### config.mk
export PLATFORM = sky130hd
export DESIGN_NAME = multiply_carry_word_checksum_core
export DESIGN_NICKNAME = d
export VERILOG_FILES = /design/src/design/mcwc_pkg.sv /design/src/design/multiply_carry_word_checksum_core.sv
export SDC_FILE = /design/constraint.sdc
export NUM_CORES = 1
export LEC_CHECK = 0
export ABC_AREA = 0
export BUFFER_PORTS_ARGS = -buffer_cell sky130_fd_sc_hd__buf_2
export CORE_AREA = 5 5 225 227
export DETAILED_ROUTE_END_ITERATION = 16
export DIE_AREA = 0 0 230 232
export HOLD_SLACK_MARGIN = 0.08
export PLACE_DENSITY = 0.43
export SYNTH_ARGS = -nofsm -noshare
export SYNTH_HDL_FRONTEND = slang
export SYNTH_SLANG_ARGS = --single-unit
### constraint.sdc
create_clock -name aclk -period 9.8 [get_ports aclk]
set_input_delay 1.96 -clock aclk [delete_from_list [all_inputs] [get_ports aclk]]
set_output_delay 1.96 -clock aclk [all_outputs]
set_load 0.02 [all_outputs]
### src/design/mcwc_pkg.sv
`default_nettype none
// ----------------------------------------------------------------------------
// Multiply-carry word checksum package
// Shared widths and constants for the checksum core.
// ----------------------------------------------------------------------------
package mcwc_pkg;

    // Width of one stored digit and of one input word.
    localparam int DIGIT_W = 16;

    // Multiplier applied to each digit as the carry ripples through.
    localparam logic [DIGIT_W:0] MUL_FACTOR = 17'd41719;

    // Default number of stored digits.
    localparam int NUM_DIGITS_DEF = 4;

    // Number of digits shown in the digest, and its width.
    localparam int SHOWN_DIGITS = 4;
    localparam int DIGEST_W     = DIGIT_W * SHOWN_DIGITS;

    // Width of the multiply-accumulate sum.
    localparam int SUM_W = 2 * DIGIT_W;

endpackage : mcwc_pkg
`default_nettype wire

### src/design/multiply_carry_word_checksum_core.sv
`default_nettype none
// ----------------------------------------------------------------------------
// Multiply-carry word checksum core
// Folds a stream of 16-bit words into a running 64-bit digest, one digit a
// cycle unless the output stalls, through a single multiply-accumulate unit.
// ----------------------------------------------------------------------------
// Each accepted item is folded digit by digit: the carry passes through the
// stored digits one 16-bit digit per cycle, through one 16 x 17 bit
// multiply-accumulate that sits at the head of a rotating digit shift line.
// The first step runs in the cycle the item is accepted, and no new item
// is taken until its last step is done. A finished digest waits in the output
// register while the next item is already being folded; the last step of
// that item holds until the waiting digest has been taken. An item with the
// first flag set starts a new message with all digits cleared.
module multiply_carry_word_checksum_core
    import mcwc_pkg::*;
#(
    parameter int NUM_DIGITS = NUM_DIGITS_DEF
) (
    input  wire logic                aclk,
    input  wire logic                aresetn,
    // Input items.
    input  wire logic                s_tvalid,
    output logic                     s_tready,
    input  wire logic [DIGIT_W-1:0]  s_tdata,   // [15:0] word
    input  wire logic                s_tuser,   // [0] first
    // Result items.
    output logic                     m_tvalid,
    input  wire logic                m_tready,
    output logic [DIGEST_W-1:0]      m_tdata    // [63:0] digest
);

    localparam int CNT_W = (NUM_DIGITS > 1) ? $clog2(NUM_DIGITS) : 1;
    localparam logic [CNT_W-1:0] LAST_STEP = CNT_W'(NUM_DIGITS - 1);

    // Digit shift line, head at index 0, and the running carry.
    logic [DIGIT_W-1:0] dig_reg  [NUM_DIGITS];
    logic [DIGIT_W-1:0] dig_next [NUM_DIGITS];
    logic [DIGIT_W-1:0] carry_reg, carry_next;

    // Step control.
    logic               busy_reg, busy_next;
    logic [CNT_W-1:0]   cnt_reg, cnt_next;

    // Output register.
    logic               out_valid_reg, out_valid_next;
    logic [DIGEST_W-1:0] out_data_reg, out_data_next;

    logic               accept;
    logic               last_step;
    logic               step_en;
    logic               clear;
    logic [DIGIT_W-1:0] head;
    logic [DIGIT_W-1:0] carry_in;
    logic [SUM_W-1:0]   sum;

    assign s_tready  = !busy_reg;
    assign accept    = s_tvalid && s_tready;
    assign clear     = accept && s_tuser;
    assign last_step = busy_reg && (cnt_reg == LAST_STEP);
    assign step_en   = accept || (busy_reg && (!last_step || !out_valid_reg || m_tready));

    // Multiply-accumulate on the head digit.
    assign head     = clear ? '0 : dig_reg[0];
    assign carry_in = accept ? s_tdata : carry_reg;
    assign sum      = SUM_W'(carry_in) + SUM_W'(MUL_FACTOR) * SUM_W'(head);

    // Next digit line: rotate by one, the new digit enters at the top; the
    // last step folds the remaining carry into digit 0.
    always_comb begin
        for (int i = 0; i < NUM_DIGITS - 1; i++) begin
            dig_next[i] = clear ? '0 : dig_reg[i+1];
        end
        dig_next[NUM_DIGITS-1] = sum[DIGIT_W-1:0];
        if (last_step) begin
            dig_next[0] = dig_reg[1] ^ sum[SUM_W-1:DIGIT_W];
        end
        carry_next = sum[SUM_W-1:DIGIT_W];
    end

    // Step counter and output register.
    always_comb begin
        busy_next      = busy_reg;
        cnt_next       = cnt_reg;
        out_valid_next = out_valid_reg;
        out_data_next  = out_data_reg;
        if (m_tvalid && m_tready) begin
            out_valid_next = 1'b0;
        end
        if (accept) begin
            busy_next = 1'b1;
            cnt_next  = CNT_W'(1);
        end else if (step_en) begin
            if (last_step) begin
                busy_next      = 1'b0;
                cnt_next       = '0;
                out_valid_next = 1'b1;
                out_data_next  = '0;
                for (int i = 0; i < SHOWN_DIGITS; i++) begin
                    if (i < NUM_DIGITS) begin
                        out_data_next[i*DIGIT_W +: DIGIT_W] = dig_next[i];
                    end
                end
            end else begin
                cnt_next = cnt_reg + CNT_W'(1);
            end
        end
    end

    // Control registers.
    always_ff @(posedge aclk) begin
        if (!aresetn) begin
            busy_reg      <= 1'b0;
            cnt_reg       <= '0;
            out_valid_reg <= 1'b0;
        end else begin
            busy_reg      <= busy_next;
            cnt_reg       <= cnt_next;
            out_valid_reg <= out_valid_next;
        end
    end

    // Digits reset to zero; carry and output data need no reset.
    always_ff @(posedge aclk) begin
        if (!aresetn) begin
            for (int i = 0; i < NUM_DIGITS; i++) begin
                dig_reg[i] <= '0;
            end
        end else if (step_en) begin
            for (int i = 0; i < NUM_DIGITS; i++) begin
                dig_reg[i] <= dig_next[i];
            end
        end
    end

    always_ff @(posedge aclk) begin
        if (step_en) begin
            carry_reg <= carry_next;
        end
        out_data_reg <= out_data_next;
    end

    assign m_tvalid = out_valid_reg;
    assign m_tdata  = out_data_reg;

    // An idle core has its step counter at zero.
    a_idle_cnt: assert property (@(posedge aclk) disable iff (!aresetn)
        !busy_reg |-> cnt_reg == '0)
        else $error("step counter not cleared while idle");

    // A busy core is past its first step.
    a_busy_cnt: assert property (@(posedge aclk) disable iff (!aresetn)
        busy_reg |-> cnt_reg != '0)
        else $error("busy with step counter at zero");

    // An accepted item starts the fold.
    a_accept_busy: assert property (@(posedge aclk) disable iff (!aresetn)
        accept |=> busy_reg)
        else $error("accepted item did not start the fold");

    // A new digest only appears at the end of a fold.
    a_result_src: assert property (@(posedge aclk) disable iff (!aresetn)
        $rose(m_tvalid) |-> $past(last_step))
        else $error("digest appeared without a finished fold");

endmodule : multiply_carry_word_checksum_core
`default_nettype wire

==> impl_results.md <==
- Outcome: finished clean
- Clock root buffer master: clkbuf_16
- Top Metal Used: met5
- Initial antenna violation count: 2
- Mapped cell area: 0.0120 mm²
- Logic pwr share: 0.632
- Worst Min Path Start: cnt_reg[1]$_SDFFE_PP0P_
- Mean Syn Cell Area: 11.0 µm²
- Max Slew Vio Count: 0
- WP data arrival: 8860 ps
- Pwr per Cell Area: 304 mW/mm²
- Drt pass-1 iters: 5
- CP Max Fanout: 21
- Ports: 87
- Fin cells: 1804
- Full die area: 0.0534 mm²
- Sequential fraction of the synthesis area: 0.368
- Clock Power Share: 0.144
- DR WL met2: 15900 µm
- Via count: 7766
- Yosys Warn Count: 0
- Area growth syn-to-layout: 14.0%
- DRT met1 WL: 16500 µm
- Num Clock Sinks: 148
- Final Skew: 11.1 ps
- R2R depth: 23
- Hold-fix buffers, CTS: 0
- WHS Endpoint: cnt_reg[1]$_SDFFE_PP0P_
- Setup Total Neg Slack: 0 ps
- Gate Count Post-Synth: 1090
- First-pass GRT wire length: 52700 µm
- Post-Route WL: 34100 µm
- WP data required: 9980 ps
- Worst-case clock buffer depth: 2
- Reg-to-reg critical path endpoint: dig_reg[0][14]$_SDFFCE_PN0P_
- R2R Setup Slk: 2280 ps
- Drt drc: 0
- Chip width: 230 µm
- Vias in the first global route: 8373
- CP startpoint kind: primary input
- Fmax: 0.115 GHz
- Clock-pin slew on the worst setup and hold paths: 60 ps
- Final Hold Fails: 0
- Overall routing resource usage: 0.130
- Die height: 232 µm
- CTS tree: done
- Initial drt markers: 407
- Top cell type's share of synthesized area: 0.361
- Post-CTS setup buffers: 0
- Slew HR: 0.365
- Total global routing overflow: 0
- Ys async rst share: 0
- Worst-Margin Slew: 952 ps
- Count leader, synth: inv_1
- Fin crit share: 0.886
- Area leader, netlist: edfxtp_1
- Number of nets with antenna violations after routing: 0
- Post-synthesis cell type count: 71
- Internal power: 2160 µW
- Max VDD drop: 0.202 mV
- FF+latch area: 0.00440 mm²
- Post-DR wirelength/cell: 18.9 µm
- Seq pwr share: 0.224
- Core area: 0.0484 mm²
- Worst r2r src: busy_reg$_SDFFE_PN0P_
- Largest net degree at the start of global routing: 65
- Prevailing post-synth register cell: edfxtp_1
- Net Sw Power: 1990 µW
- Hold Crit Class: reg -> reg
- Synthesized net count: 1343
- Port bufs: 86
- Clk_lat worst skew: 430 ps
- # resized after CTS: 0
- Maxcap violations: 0
- Initial core utilization: 0.247
- Crit path capture type: register
- CTS Buf Count: 17
- Sw frac: 0.479
- DP Cell Count: 1772
- Routability cong.: 0.861
- Nets: 1422
- Share of cells above drive strength 1: 0.132
- Cells on Worst Hold Path: 2
- Post-synth EDFFs: 144
- Worst Path Class, Setup: in -> reg
- Via density: 4.30
- RSZ-0062 raised after global routing: false
- Final setup viols: 0
- Area of the multi-input gates: 0.00675 mm²
- Post-detail-place hpwl: 27700 µm
- Fillers: 5095
- FF+latch count, synth: 148
- H-tree depth: 4
- Rows: 81
- Static Leak: 0.00641 µW
- Min Clock Period, post-route: 8680 ps
- Met3 routed WL: 997 µm
- Ranking of synthesized cells by area: edfxtp_1 (36%), fa_1 (16%), ha_1 (14%)
- Most frequent cells after synthesis: inv_1 (183), edfxtp_1 (144), ha_1 (136)
[cell families after synthesis]
group | Yosys count | share of synthesized area
DFF | 148 | 0.368
adders and majority gates | 232 | 0.303
muxes | 25 | 0.0211
and+or+nand+nor | 311 | 0.139
buffers and inverters | 217 | 0.0700
AOI/OAI and AO/OA | 121 | 0.0726
xor gates and xnor gates | 36 | 0.0264
[worst max-delay path: stages]
cell	delay (ps)
buf_2	110
nor2b_2	170
nand2_2	370
and2_1	460
inv_1	120
fa_1	590
inv_1	70
ha_1	320
a21o_1	200
fa_1	460
fa_1	530
fa_1	510
inv_1	50
fa_1	480
inv_1	40
ha_1	360
a21oi_2	360
o21bai_1	180
a22oi_1	200
o211ai_1	180
o311ai_1	360
a211oi_1	130
a21oi_1	250
mux2_2	370
[how the worst max path moves through the flow]
stage,start,endpoint,cells past startpoint
after floorplan,s_tvalid,dig_reg[0][14]$_SDFFCE_PN0P_,26
after global placement,s_tvalid,dig_reg[0][14]$_SDFFCE_PN0P_,24
after detailed placement,s_tvalid,dig_reg[0][14]$_SDFFCE_PN0P_,25
after CTS,s_tvalid,dig_reg[0][14]$_SDFFCE_PN0P_,24
after global routing,s_tvalid,dig_reg[0][14]$_SDFFCE_PN0P_,24
final,s_tvalid,dig_reg[0][14]$_SDFFCE_PN0P_,24
[final cells by class]
type,instances,area share
flip-flops and latches,148,0.323
inverters,183,0.0503
diodes,1,0.000183
multi-input cells,725,0.494
well taps,622,0.0570
clock inverters,13,0.00688
clock buffers,18,0.0315
repair buffers,94,0.0369
[per-stage QoR]
stage	setup slack (ps)	instance area, µm²	hold slack, ps	power (µW)	util
finish	1120	13600	517	4140	0.282
global placement	706	13100	497	3580	0.271
global route	732	13600	557	4510	0.282
detailed placement	670	13100	513	3550	0.271
CTS	1080	13600	526	4200	0.282
floorplan	1270	12000	480	2640	-
[layout by cell type, fill, tap and decap left out, types with 3 or more instances in the layout]
cell type   count
inv_1         183
edfxtp_1      144
ha_1          136
and2_1        105
fa_1           96
nand2_1        89
buf_2          86
a21oi_1        33
nor2_1         30
mux2i_1        23
xnor2_1        22
and3_1         17
clkbuf_16      17
xor2_1         14
a21o_1         14
o21ai_0        14
nor3_1         11
nand4_1        10
nor2b_1         7
o21a_1          7
or3_1           7
buf_4           7
a21oi_2         6
nand2b_1        6
clkinv_1        6
nand3_1         5
o21ai_1         5
a211oi_1        5
nor3b_1         4
dfxtp_1         4
o21ai_2         3
a31o_2          3
a211oi_2        3
o21bai_1        3
o211ai_1        3
nand3b_1        3
clkinvlp_4      3
[power by group through the flow]
stage,sequential [µW],combinational [µW],clock [µW]
after floorplan,927,1710,0
after global placement,943,2640,0
after detailed placement,943,2610,0
after CTS,931,2650,612
after global routing,937,2930,643
final,928,2620,596
[routing by layer]
layer  up-vias  global-route usage
met4         2              0.0359
li1       3790                   -
met3        26              0.0218
met2       122               0.213
met1      3826               0.179
met5         -                   0
Power figures use the tool's default switching activity.
